File: src/hrcd_pkg.sv
// Package for the HTTP response chunked deframer.
// Holds the phase and token-position codes and the step state struct.
// No dependencies.
package hrcd_pkg;

	typedef enum logic [5:0] {
		PH_HEADER     = 6'b000001,
		PH_CHUNK_SIZE = 6'b000010,
		PH_BODY       = 6'b000100,
		PH_CHUNK_DATA = 6'b001000,
		PH_CHUNK_TAIL = 6'b010000,
		PH_DONE       = 6'b100000
	} phase_t;

	typedef enum logic [5:0] {
		TP_LEAD1 = 6'b000001,
		TP_IN1   = 6'b000010,
		TP_LEAD2 = 6'b000100,
		TP_IN2   = 6'b001000,
		TP_END2  = 6'b010000,
		TP_DEAD  = 6'b100000
	} tokpos_t;

	localparam logic [3:0] KW_HTTP = 4'b0001;
	localparam logic [3:0] KW_CLEN = 4'b0010;
	localparam logic [3:0] KW_TENC = 4'b0100;
	localparam logic [3:0] KW_MARK = 4'b1000;

	localparam logic [7:0] CH_CR = 8'd13;
	localparam logic [7:0] CH_LF = 8'd10;
	localparam logic [31:0] SAT32 = 32'hFFFF_FFFF;
	localparam logic [9:0] STATUS_MAX = 10'd999;
	localparam logic [7:0] REG_MAX_BODY = 8'd0;

	typedef struct packed {
		phase_t       phase;
		tokpos_t      tp;
		logic [3:0]   kw;
		logic [4:0]   idx;
		logic [31:0]  acc;
		logic         line_empty;
		logic         cr_seen;
		logic [31:0]  remaining;
		logic [23:0]  kept;
		logic [9:0]   status;
		logic [31:0]  length;
		logic         chunked;
	} state_t;

	// Parse state after reset: header phase, blank line, nothing counted.
	localparam state_t STATE_RST = '{
		phase: PH_HEADER,
		tp: TP_LEAD1,
		kw: 4'd0,
		idx: 5'd0,
		acc: 32'd0,
		line_empty: 1'b1,
		cr_seen: 1'b0,
		remaining: 32'd0,
		kept: 24'd0,
		status: 10'd0,
		length: 32'd0,
		chunked: 1'b0
	};

	typedef struct packed {
		logic        body_valid;
		logic [7:0]  body_byte;
		logic        done;
		logic        err;
	} flags_t;

	function automatic logic [7:0] to_lower(input logic [7:0] c);
		to_lower = (c >= 8'h41 && c <= 8'h5A) ? c + 8'd32 : c;
	endfunction

	// Keyword character at a position; 0 past the end.
	function automatic logic [7:0] kw_char(input logic [1:0] k, input logic [4:0] i);
		logic [8*18-1:0] s;
		logic [4:0] n;
		s = '0;
		n = 5'd0;
		unique case (k)
			2'd0: begin s = {"http", 112'd0}; n = 5'd4; end
			2'd1: begin s = {"content-length:", 24'd0}; n = 5'd15; end
			2'd2: begin s = "transfer-encoding:"; n = 5'd18; end
			default: begin s = '0; n = 5'd0; end
		endcase
		if (i < n)
			kw_char = s[8*(17 - i) +: 8];
		else
			kw_char = 8'd0;
	endfunction

	function automatic logic [4:0] kw_len(input logic [1:0] k);
		unique case (k)
			2'd0: kw_len = 5'd4;
			2'd1: kw_len = 5'd15;
			2'd2: kw_len = 5'd18;
			default: kw_len = 5'd0;
		endcase
	endfunction

	function automatic logic [7:0] chunk_char(input logic [4:0] i);
		logic [8*7-1:0] s;
		s = "chunked";
		chunk_char = (i < 5'd7) ? s[8*(6 - i[2:0]) +: 8] : 8'd0;
	endfunction

endpackage

File: src/hrcd_cfg.sv
// APB-style register block for the deframer: max_body_bytes.
// Depends on hrcd_pkg.
module hrcd_cfg (
	input  logic        clk,
	input  logic        arst_n,
	input  logic        psel,
	input  logic        penable,
	input  logic        pwrite,
	input  logic [2:0]  paddr,
	input  logic [31:0] pwdata,
	output logic [31:0] prdata,
	output logic        pready,
	output logic [23:0] max_body_q
);
	logic sel_max;

	assign sel_max = (paddr == {hrcd_pkg::REG_MAX_BODY[0], 2'b00});
	assign pready = 1'b1;

	always_ff @(posedge clk or negedge arst_n) begin
		if (!arst_n) begin
			max_body_q <= 24'hFF_FFFF;
		end else if (psel && penable && pwrite && sel_max) begin
			max_body_q <= pwdata[23:0];
		end
	end

	assign prdata = sel_max ? {8'd0, max_body_q} : 32'd0;
endmodule

File: src/hrcd_step.sv
// Combinational next-state logic for one response byte of the deframer.
// Depends on hrcd_pkg.
module hrcd_step (
	input  hrcd_pkg::state_t  cur,
	input  logic              new_response,
	input  logic [7:0]        c,
	input  logic [23:0]       max_body,
	output hrcd_pkg::state_t  nxt,
	output hrcd_pkg::flags_t  flg
);
	hrcd_pkg::state_t s;
	hrcd_pkg::state_t f;
	logic [31:0] size;

	// Feed one character to the header or size-line parser.
	function automatic hrcd_pkg::state_t feed(input hrcd_pkg::state_t si,
		input logic [7:0] ch);
		hrcd_pkg::state_t so;
		logic blank, stop, space, hexok;
		logic [4:0] h;
		logic [7:0] lc;
		logic [3:0] d;
		logic [35:0] prod;
		so = si;
		lc = hrcd_pkg::to_lower(ch);
		blank = (ch == 8'h20) || (ch == 8'h09);
		stop = (ch == hrcd_pkg::CH_LF) || (ch == 8'h00);
		space = (ch == 8'h20) || (ch >= 8'd9 && ch <= 8'd13);
		d = ch[3:0];
		if (ch >= 8'h30 && ch <= 8'h39)
			h = {1'b0, ch[3:0]};
		else if (lc >= 8'h61 && lc <= 8'h66)
			h = 5'(lc - 8'h61 + 8'd10);
		else
			h = 5'd16;
		hexok = !h[4];
		prod = 36'd0;
		if (si.phase == hrcd_pkg::PH_HEADER) begin
			so.line_empty = 1'b0;
			unique case (si.tp)
				hrcd_pkg::TP_LEAD1: begin
					if (stop) so.tp = hrcd_pkg::TP_DEAD;
					else if (!blank) begin
						so.kw = hrcd_pkg::KW_HTTP | hrcd_pkg::KW_CLEN | hrcd_pkg::KW_TENC;
						for (int k = 0; k < 3; k++)
							if (lc != hrcd_pkg::kw_char(2'(k), 5'd0))
								so.kw[k] = 1'b0;
						so.idx = 5'd1;
						so.tp = hrcd_pkg::TP_IN1;
					end
				end
				hrcd_pkg::TP_IN1: begin
					if (ch == 8'h20) begin
						priority if (si.kw[0] && si.idx >= hrcd_pkg::kw_len(2'd0))
							so.kw = hrcd_pkg::KW_HTTP;
						else if (si.kw[1] && si.idx >= hrcd_pkg::kw_len(2'd1))
							so.kw = hrcd_pkg::KW_CLEN;
						else if (si.kw[2] && si.idx >= hrcd_pkg::kw_len(2'd2))
							so.kw = hrcd_pkg::KW_TENC;
						else
							so.kw = 4'd0;
						so.tp = hrcd_pkg::TP_LEAD2;
					end else if (stop) begin
						so.tp = hrcd_pkg::TP_DEAD;
					end else begin
						for (int k = 0; k < 3; k++)
							if (si.kw[k] && si.idx < hrcd_pkg::kw_len(2'(k)) &&
								lc != hrcd_pkg::kw_char(2'(k), si.idx))
								so.kw[k] = 1'b0;
						if (si.idx != 5'd31) so.idx = si.idx + 5'd1;
					end
				end
				hrcd_pkg::TP_LEAD2, hrcd_pkg::TP_IN2: begin
					if (si.tp == hrcd_pkg::TP_LEAD2 && stop) so.tp = hrcd_pkg::TP_DEAD;
					else if (si.tp == hrcd_pkg::TP_IN2 && (ch == 8'h20 || stop))
						so.tp = hrcd_pkg::TP_END2;
					else if (si.tp == hrcd_pkg::TP_IN2 || !blank) begin
						if (si.tp == hrcd_pkg::TP_LEAD2) begin
							so.kw = si.kw | hrcd_pkg::KW_MARK;
							so.idx = 5'd0;
							so.acc = 32'd0;
							so.tp = hrcd_pkg::TP_IN2;
						end
						if (so.kw[0] || so.kw[1]) begin
							if (so.kw[3]) begin
								if (so.idx == 5'd0 && ch == 8'h2B) begin
								end else if (ch >= 8'h30 && ch <= 8'h39) begin
									prod = {1'b0, so.acc, 3'd0} + {3'd0, so.acc, 1'b0} +
										36'(d);
									so.acc = (prod[35:32] != 4'd0) ? hrcd_pkg::SAT32 : prod[31:0];
								end else begin
									so.kw[3] = 1'b0;
								end
							end
						end else if (so.kw[2]) begin
							if (so.idx < 5'd7 && lc != hrcd_pkg::chunk_char(so.idx))
								so.kw[3] = 1'b0;
						end
						if (so.idx != 5'd31) so.idx = so.idx + 5'd1;
					end
				end
				default: ;
			endcase
		end else begin
			if (si.tp == hrcd_pkg::TP_LEAD1 || si.tp == hrcd_pkg::TP_IN1) begin
				if (si.tp == hrcd_pkg::TP_LEAD1 && space) begin
				end else if (si.tp == hrcd_pkg::TP_LEAD1 && ch == 8'h2B) begin
					so.tp = hrcd_pkg::TP_IN1;
				end else if (si.tp == hrcd_pkg::TP_LEAD1 && (ch == 8'h2D || !hexok)) begin
					so.tp = hrcd_pkg::TP_DEAD;
				end else begin
					so.tp = hrcd_pkg::TP_IN1;
					if (hexok) begin
						so.acc = (si.acc[31:28] != 4'd0) ? hrcd_pkg::SAT32
							: {si.acc[27:0], h[3:0]};
						if (si.idx != 5'd31) so.idx = si.idx + 5'd1;
					end else if ((ch == 8'h78 || ch == 8'h58) && si.idx == 5'd1 &&
						si.acc == 32'd0) begin
						so.idx = 5'd2;
					end else begin
						so.tp = hrcd_pkg::TP_DEAD;
					end
				end
			end
		end
		return so;
	endfunction

	function automatic hrcd_pkg::state_t start_line(input hrcd_pkg::state_t si);
		hrcd_pkg::state_t so;
		so = si;
		so.tp = hrcd_pkg::TP_LEAD1;
		so.kw = 4'd0;
		so.idx = 5'd0;
		so.acc = 32'd0;
		so.line_empty = 1'b1;
		so.cr_seen = 1'b0;
		return so;
	endfunction

	always_comb begin
		s = cur;
		if (new_response) begin
			s = start_line(cur);
			s.phase = hrcd_pkg::PH_HEADER;
			s.remaining = 32'd0;
			s.kept = 24'd0;
			s.status = 10'd0;
			s.length = 32'd0;
			s.chunked = 1'b0;
		end
		f = s;
		flg = '0;
		size = s.acc;
		unique case (s.phase)
			hrcd_pkg::PH_HEADER, hrcd_pkg::PH_CHUNK_SIZE: begin
				if (s.cr_seen && c == hrcd_pkg::CH_LF) begin
					if (s.phase == hrcd_pkg::PH_HEADER) begin
						f = start_line(s);
						if (s.line_empty) begin
							if (s.chunked) f.phase = hrcd_pkg::PH_CHUNK_SIZE;
							else begin
								f.remaining = s.length;
								if (s.length == 32'd0) begin
									f.phase = hrcd_pkg::PH_DONE;
									flg.done = 1'b1;
								end else f.phase = hrcd_pkg::PH_BODY;
							end
						end else if (s.tp == hrcd_pkg::TP_IN2 || s.tp == hrcd_pkg::TP_END2) begin
							if (s.kw[0])
								f.status = (s.acc > 32'(hrcd_pkg::STATUS_MAX))
									? hrcd_pkg::STATUS_MAX : s.acc[9:0];
							else if (s.kw[1])
								f.length = s.acc;
							else if (s.kw[2] && s.kw[3] && s.idx >= 5'd7)
								f.chunked = 1'b1;
						end
					end else begin
						f = start_line(s);
						if (size == 32'd0) begin
							f.chunked = 1'b0;
							f.phase = hrcd_pkg::PH_DONE;
							flg.done = 1'b1;
						end else begin
							f.length = (s.length > hrcd_pkg::SAT32 - size)
								? hrcd_pkg::SAT32 : s.length + size;
							f.remaining = size;
							f.phase = hrcd_pkg::PH_CHUNK_DATA;
						end
					end
				end else begin
					if (s.cr_seen) f = feed(f, hrcd_pkg::CH_CR);
					if (c == hrcd_pkg::CH_CR) f.cr_seen = 1'b1;
					else begin
						f.cr_seen = 1'b0;
						f = feed(f, c);
					end
				end
			end
			hrcd_pkg::PH_BODY, hrcd_pkg::PH_CHUNK_DATA: begin
				if (s.kept < max_body) begin
					flg.body_valid = 1'b1;
					flg.body_byte = c;
					f.kept = s.kept + 24'd1;
				end
				if (s.remaining > 32'd1 ) f.remaining = s.remaining - 32'd1;
				else begin
					f.remaining = 32'd0;
					if (s.phase == hrcd_pkg::PH_BODY) begin
						f.phase = hrcd_pkg::PH_DONE;
						flg.done = 1'b1;
					end else begin
						f.phase = hrcd_pkg::PH_CHUNK_TAIL;
						f.idx = 5'd0;
					end
				end
			end
			hrcd_pkg::PH_CHUNK_TAIL: begin
				if (s.idx != 5'd31) f.idx = s.idx + 5'd1;
				if (s.idx + 5'd1 >= 5'd2) begin
					f = start_line(f);
					f.phase = hrcd_pkg::PH_CHUNK_SIZE;
				end
			end
			default: flg.err = 1'b1;
		endcase
		nxt = f;
	end
endmodule

File: src/http_response_chunked_deframer.sv
// Top level of the HTTP response chunked deframer.
// Depends on hrcd_pkg, hrcd_cfg and hrcd_step.
//
// Usage:
//  - Input channel (in_valid/in_ready): one beat carries one response byte
//    (data_byte) and new_response, which restarts parsing before the byte.
//  - Output channel (out_valid/out_ready): one beat per input beat, with the
//    kept body byte (body_valid, body_byte), status_code, total_length,
//    chunked_mode, done_res and parse_error as seen after that byte.
//  - APB-style port: register 0 at address 0 is max_body_bytes (24 bits).
//    Write it only while no beat is in flight.
// Timing: one byte per cycle sustained while the receiver keeps out_ready high.
// An input beat is parsed in the cycle it is accepted and its result is
// registered, into the output register or, while that is held, the skid slot.
// A one-entry skid behind the result register lets the input take one more
// beat after the receiver stalls; then in_ready drops.
// Reset: parse state returns to the header phase, max_body_bytes goes to
// all ones, and no result is held.
module http_response_chunked_deframer (
	input  logic        clk,
	input  logic        arst_n,
	input  logic        in_valid,
	output logic        in_ready,
	input  logic        new_response,
	input  logic [7:0]  data_byte,
	output logic        out_valid,
	input  logic        out_ready,
	output logic        body_valid,
	output logic [7:0]  body_byte,
	output logic [9:0]  status_code,
	output logic [31:0] total_length,
	output logic        chunked_mode,
	output logic        done_res,
	output logic        parse_error,
	input  logic        psel,
	input  logic        penable,
	input  logic        pwrite,
	input  logic [2:0]  paddr,
	input  logic [31:0] pwdata,
	output logic [31:0] prdata,
	output logic        pready
);
	typedef struct packed {
		logic        body_valid;
		logic [7:0]  body_byte;
		logic [9:0]  status;
		logic [31:0] length;
		logic        chunked;
		logic        done;
		logic        err;
	} result_t;

	logic [23:0]      max_body;
	hrcd_pkg::state_t st_q;
	hrcd_pkg::state_t st_next;
	hrcd_pkg::flags_t flg;
	result_t          res_now;
	result_t          out_s1;
	result_t          skid_q;
	logic             out_vld_s1;
	logic             skid_vld_q;
	logic             in_fire;

	hrcd_cfg u_cfg (
		.clk(clk), .arst_n(arst_n), .psel(psel), .penable(penable),
		.pwrite(pwrite), .paddr(paddr), .pwdata(pwdata), .prdata(prdata),
		.pready(pready), .max_body_q(max_body)
	);

	hrcd_step u_step (
		.cur(st_q), .new_response(new_response), .c(data_byte),
		.max_body(max_body), .nxt(st_next), .flg(flg)
	);

	// Accept while the skid slot is free; it absorbs the beat taken in the
	// cycle the receiver stalls.
	assign in_ready = !skid_vld_q;
	assign in_fire = in_valid && in_ready;

	always_comb begin
		res_now.body_valid = flg.body_valid;
		res_now.body_byte = flg.body_byte;
		res_now.status = st_next.status;
		res_now.length = st_next.length;
		res_now.chunked = st_next.chunked;
		res_now.done = flg.done;
		res_now.err = flg.err;
	end

	always_ff @(posedge clk or negedge arst_n) begin
		if (!arst_n) begin
			st_q <= hrcd_pkg::STATE_RST;
		end else if (in_fire) begin
			st_q <= st_next;
		end
	end

	always_ff @(posedge clk or negedge arst_n) begin
		if (!arst_n) begin
			out_vld_s1 <= 1'b0;
			skid_vld_q <= 1'b0;
		end else begin
			if (!out_vld_s1 || out_ready) begin
				// Output slot drains: refill from skid first, else from input.
				if (skid_vld_q) begin
					out_vld_s1 <= 1'b1;
					skid_vld_q <= in_fire;
				end else begin
					out_vld_s1 <= in_fire;
				end
			end else if (in_fire) begin
				skid_vld_q <= 1'b1;
			end
		end
	end

	always_ff @(posedge clk) begin
		if (!out_vld_s1 || out_ready) begin
			if (skid_vld_q) begin
				out_s1 <= skid_q;
				if (in_fire) skid_q <= res_now;
			end else if (in_fire) begin
				out_s1 <= res_now;
			end
		end else if (in_fire) begin
			skid_q <= res_now;
		end
	end

	assign out_valid = out_vld_s1;
	assign body_valid = out_s1.body_valid;
	assign body_byte = out_s1.body_byte;
	assign status_code = out_s1.status;
	assign total_length = out_s1.length;
	assign chunked_mode = out_s1.chunked;
	assign done_res = out_s1.done;
	assign parse_error = out_s1.err;

`ifndef SYNTHESIS
	a_skid_only_when_out: assert property (@(posedge clk) disable iff (!arst_n)
		skid_vld_q |-> out_vld_s1) else $error("skid full with empty output");
	a_no_status_over: assert property (@(posedge clk) disable iff (!arst_n)
		st_q.status <= hrcd_pkg::STATUS_MAX) else $error("status above 999");
	a_err_only_done: assert property (@(posedge clk) disable iff (!arst_n)
		(in_fire && flg.err) |-> (st_q.phase == hrcd_pkg::PH_DONE && !new_response))
		else $error("error outside done phase");
	a_body_no_valid_hdr: assert property (@(posedge clk) disable iff (!arst_n)
		(in_fire && flg.body_valid) |-> !flg.err) else $error("body and error");
`endif
endmodule

File: config.mk
export PLATFORM = sky130hd
export DESIGN_NAME = http_response_chunked_deframer
export DESIGN_NICKNAME = d
export VERILOG_FILES = /design/src/hrcd_pkg.sv /design/src/hrcd_cfg.sv /design/src/hrcd_step.sv /design/src/http_response_chunked_deframer.sv
export SDC_FILE = /design/constraint.sdc
export NUM_CORES = 1
export LEC_CHECK = 0
export ABC_CLOCK_PERIOD_IN_PS = 7500
export BUFFER_PORTS_ARGS = -buffer_cell sky130_fd_sc_hd__buf_4
export CAP_MARGIN = 20
export CORE_UTILIZATION = 59
export CTS_CLUSTER_DIAMETER = 150
export DETAILED_ROUTE_END_ITERATION = 6
export PLACE_DENSITY_LB_ADDON = 0.15
export SLEW_MARGIN = 0
export SYNTH_ARGS = -nofsm -noshare
export SYNTH_HDL_FRONTEND = slang
export SYNTH_HIERARCHICAL = 1
export SYNTH_SLANG_ARGS = --single-unit
export TNS_END_PERCENT = 5
File: constraint.sdc
create_clock -name clk -period 7.5 [get_ports clk]
set_input_delay 0.75 -clock clk [delete_from_list [all_inputs] [get_ports clk]]
set_output_delay 0.75 -clock clk [all_outputs]
set_load 0.005 [all_outputs]
[Yosys cells after proc, flatten, opt, wreduce, memory -nomap -nowiden]
Index checks and enable logic that the tools add are counted.
Operators by class
  equality and inequality tests: 43
  order comparisons: 31
  muxes and demuxes: 369
  $add $sub $neg: 17
  reductions and logical operators: 70
  shift operators: 8
Operators by type and width (number)
  $mux 144: 36
  $mux 47: 23
  $mux 154: 6
  $shiftx 144x33->8: 6
  $mux 8: 82
  $mux 32: 17
  $mux 5: 89
  $mux 37: 10
  $mux 54: 5
  $pmux 56 s3: 1
  $mux 148: 1
  $mux 6: 23
  $shiftx 56x33->8 const A: 2
  $logic_not 32->1: 3
  $mux 43: 2
  $pmux 43 s2: 1
  $mux 41: 2
  $pmux 34 s2: 1
  $ne 4x8->1 const A: 7
  $ne 8x8->1: 7
  $mux 24: 2
  $mux 48: 1
  $pmux 15 s3: 1
  $mux 7: 6
  other kinds (64): 204
Storage, ports and cells
  register bits: 288
  bits of input ports: 51

[Longest topological paths before layout]
  depth after elaboration: 58
  depth in mapped cells: 27
  gate-level depth less buffers: 24

[Cells and area by module]
The synthesis kept the hierarchy.
Modules (own cells, without submodules)
  hrcd_step: sequential area each 0.0 um2, area each 15333.5 um2, times used 1, cells each 2517
  http_response_chunked_deframer: sequential area each 7150.6 um2, area each 10272.4 um2, times used 1, cells each 504
  hrcd_cfg: sequential area each 630.6 um2, area each 1283.7 um2, times used 1, cells each 90

[Worst setup path before layout]
Ideal clock, no wire load.
  path kind: input port to flip-flop
  start point: input port new_response
  end point: register st_q[111] (netlist bit)
  stages: 22
  setup slack: 1693 ps
  library setup time: 64 ps
  arrival: 5743 ps
  cells stage by stage: clkbuf_1 -> or4b_1 -> nor2_1 -> clkbuf_1 -> clkbuf_1 -> nor2_1 -> fa_1 -> inv_1 -> fa_1 -> nor2b_1 -> o31a_1 -> o211ai_1 -> a31oi_1 -> o2111ai_1 -> a21oi_1 -> nor3_1 -> o21ai_1 -> clkbuf_1 -> nor2_1 -> o31a_1 -> o32ai_1 -> mux2_4
RTL lines
  from (decl): RTL line http_response_chunked_deframer.sv:24  | input logic new_response,
  to (signal assigned): RTL line http_response_chunked_deframer.sv:92  | st_q <= hrcd_pkg::STATE_RST;
  to (signal assigned): RTL line http_response_chunked_deframer.sv:94  | st_q <= st_next;
  to (decl): RTL line http_response_chunked_deframer.sv:54  | hrcd_pkg::state_t st_q;

==> run_results.csv <==
group,metric,value,unit
placement,postPlaceCellArea,28200,sq um
synthesis,synthTopCellsByArea,"dfrtp_1, edfxtp_1, mux2_4",
critical_path,required,8.02,ns
die,die_area,46400,sq um
placement,place_congestion,1.03,
critical_path,cp_max_fo,44,
critical_path,crit_chain,"buf_4 -> inv_2 -> nand2_1 -> inv_1 -> nand2_1 -> inv_1 -> ha_1 -> nand3_1 -> or2_2 -> o311ai_0 -> nand4_1 -> nand2_1 -> inv_1 -> nand2_1 -> inv_1 -> ha_1 -> or3_1 -> a211oi_2 -> xor2_1 -> or3_1 -> a21oi_1 -> o21ai_1 -> o31ai_1 -> mux2_2",
route,ant_nets,0,
synthesis,yosysUniqueCellTypes,105,
sta,fin_crit_sh,0.821,
synthesis,synth-seq-cells,288,
finish,multi_input_comb_area,17600,sq um
die,io-pin-count,140,
finish,final_common_cell,"nand2_1",
clock_tree,clock_path_buffers,3,
critical_path,cp_slowest_cell,"a211oi_2",
route,first_pass_iters,7,
clock_tree,cts_sinks,288,
synthesis,synth.top_cell.area_share,0.142,
sta,max_freq,0.162,GHz
run_status,status,"finished, violations left",
route,vias_per_cell,7.23,
clock_tree,holdBufCountCts,0,
finish,syn_to_final_growth,8.79,%
clock_tree,postCtsSetupBuffers,0,
critical_path,critPathBufInv,6,
clock_tree,numCtsBuffers,31,
critical_path,critical-path-max-stage-delay,0.49,ns
power_and_ir_drop,power_leakage,13.3,nW
clock_tree,path_clk_slew,0.06,ns
route,dr_total_vias,27259,
placement,portBuffers,122,
clock_tree,cts_resized,0,
critical_path,cpLargestDelayFamily,"simple AND/OR/NAND/NOR gates",
synthesis,synth_area,26900,sq um
finish,finalInstanceArea,29300,sq um
clock_tree,htree_levels,1,
run_status,violations,"design-rule violations",
route,remaining_drc_errors,2,
finish,fill_cells,3712,
global_route,track_usage,0.430,
die,rows,77,
clock_tree,clock-root-buffer,"clkbuf_16",
critical_path,r2r_setup_slack,1.37,ns
sta,rsz0062_at_grt,"false",
synthesis,synth_edf_count,108,
synthesis,syn_inst,3111,
finish,drive_gt1_frac,0.184,
clock_tree,clk_latency,0.59,ns
sta,fin_ws,1.34,ns
placement,dpl_worst_slack,1.04,ns
synthesis,ys.flop_type,"dfrtp_1",
critical_path,endpoint_kind,"flip-flop",
critical_path,worst_setup_path_start_kind,"primary input",
hold_path,min_path_type,"in -> async",
sta,drv_slew,0,
global_route,grt_pass1_vias,25827,
placement,dpl.hpwl,73.4,mm
power_and_ir_drop,finalPower,6.41,mW
sta,finalClockSkew,0.0127,ns
global_route,grt_pass1_wl,156,mm
global_route,grt_max_degree,106,
synthesis,synth_top_cell_by_area,"dfrtp_1",
global_route,grt-ovfl-total,0,
power_and_ir_drop,power_density,219,nW/um^2
die,dieHeight,215,microns
synthesis,yosysSeqAreaShare,0.289,
sta,hold_viol,0,
global_route,antenna_found_initial,3,
power_and_ir_drop,ir_drop,0.000210,V
synthesis,synthArstFlopShare,0.625,
finish,seqCellArea,7780,sq um
synthesis,avgSynthCellArea,8.64,sq um
sta,setup_viol,0,
clock_tree,cts_tree,"built",
route,routedWlPerCell,27.2,microns
synthesis,ys.warnings.count,6,
flow_run,max-cap-violations,0,
sta,setup_tns,0,ns
critical_path,critPathKind,"in -> reg",
finish,final_util,0.656,
die,die_w,215,microns
critical_path,arrival,6.68,ns
die,initial_core_util,0.603,
finish,final_cell_mix,"nand2_1, nor2_1, a21oi_1, buf_4, o21ai_0",
route,drt_first_iter_violations,4424,
die,core_area,44600,sq um
route,totalWireLength,103,mm
finish,num-nets-final,3353,
sta,tightest_slew,1.20,ns
sta,final.min_clock_period,6.16,ns
sta,slew_headroom,0.200,
==> logic make-up (layout without fill, tap and decap cells) <==
logic type | Yosys count | in the layout | synth area share
multiplexers | 257 | 257 | 0.128
AO/OA/AOI/OAI | 943 | 943 | 0.233
AND/OR/NAND/NOR | 1022 | 1022 | 0.187
flip-flops | 288 | 288 | 0.289
adder cells (fa/ha/maj) | 150 | 150 | 0.0705
buffers and inverters | 349 | 409 | 0.0589
XOR/XNOR | 100 | 100 | 0.0329
other | 2 | 11 | 0.000279
==> cells in the mapped netlist, types with 15 or more instances <==
cell	count
nand2b_1	37
nor3_1	65
or3_1	16
o21ai_0	197
a222oi_1	15
nand3_1	90
mux2_2	93
nand2_1	280
o21a_1	22
nor2b_1	67
dfrtp_1	153
a211oi_1	25
inv_1	140
a221oi_1	19
and2_1	39
a31oi_1	60
nor4_1	33
o221ai_1	20
mux2i_1	15
nor2_1	257
a21o_1	53
dfstp_2	27
a21oi_1	206
mux2_4	149
xnor2_1	62
o211ai_1	41
or4_1	18
ha_1	146
and3_1	24
buf_1	16
nand4_1	38
edfxtp_1	108
o22ai_1	56
clkbuf_1	142
xor2_1	37
o21bai_1	15
a22oi_1	40
o31ai_1	15
==> path summary, 6_finish.rpt <==
path                                            start                               end  depth (start not counted)
worst max-delay path                     new_response             st_q[141]$_DFFE_PN0P_                         24
worst min-delay path                           arst_n             st_q[139]$_DFFE_PN0P_                          1
worst max register to register  st_q[144]$_DFFE_PN0P_             st_q[129]$_DFFE_PN0P_                         18
worst min register to register    st_q[1]$_DFFE_PN0P_               st_q[1]$_DFFE_PN0P_                          1
max in group asynchronous                      arst_n            skid_vld_q$_DFFE_PN0P_                          2
min in group clk                           pwdata[23]  u_cfg/max_body_q[23]$_DFFE_PN1P_                          2
==> final cells by class <==
cell class,count,share of cell area
inverters,143,0.0184
clock inverters,20,0.00556
repair buffers,208,0.0540
flip-flops and latches,288,0.266
clock buffers,38,0.0284
well taps,592,0.0253
diodes,2,0.000171
multi-input cells,2481,0.602
==> worst reg2reg max path, stage by stage (launching register included) <==
cell	delay (ns)
dfrtp_1	0.62
or4b_1	0.56
nor2_2	0.39
buf_4	0.42
nor2_1	0.16
ha_1	0.32
ha_1	0.39
a2111oi_0	0.42
o31ai_1	0.13
o21ai_0	0.11
o21ai_0	0.19
a211o_1	0.35
a21oi_1	0.34
o211a_1	0.25
nor2_1	0.18
o21ai_0	0.30
o21ai_0	0.17
a311o_1	0.42
mux2_4	0.27
==> registers in the layout (all words and copies together) (netlist names) <==
| register | flops |
|---|---|
| skid_q | 54 |
| skid_vld_q | 1 |
| chunked_mode | 1 |
| out_valid | 1 |
| parse_error | 1 |
| st_q | 154 |
| total_length | 32 |
| u_cfg/max_body_q | 24 |
| status_code | 10 |
| body_valid | 1 |
| body_byte | 8 |
| done_res | 1 |
==> metrics by stage <==
| step | cells | hold WS, ns |
|---|---|---|
| final | 3772 | 0.266 |
| after global routing | 3770 | 0.338 |
| after CTS | 3768 | 0.320 |
| after detailed placement | 3710 | 0.488 |
| after global placement | 3709 | 0.483 |
| after floorplan | 3118 | 0.454 |
==> routing by layer <==
layer	vias up	track usage	share of wire
met1	13115	0.579	0.39
met2	2048	0.641	0.43
met5	-	0	0.00040
met4	4	0.218	0.056
li1	11696	-	-
met3	396	0.104	0.13
==> report_power, final <==
group / total (mW) / switching [mW] / internal (mW)
sequential: 2.02 / 0.221 / 1.80
combinational: 2.85 / 1.87 / 0.980
clock: 1.54 / 0.685 / 0.856
total: 6.41 / 2.77 / 3.64
Note: power is estimated with default switching activity, not from simulation.
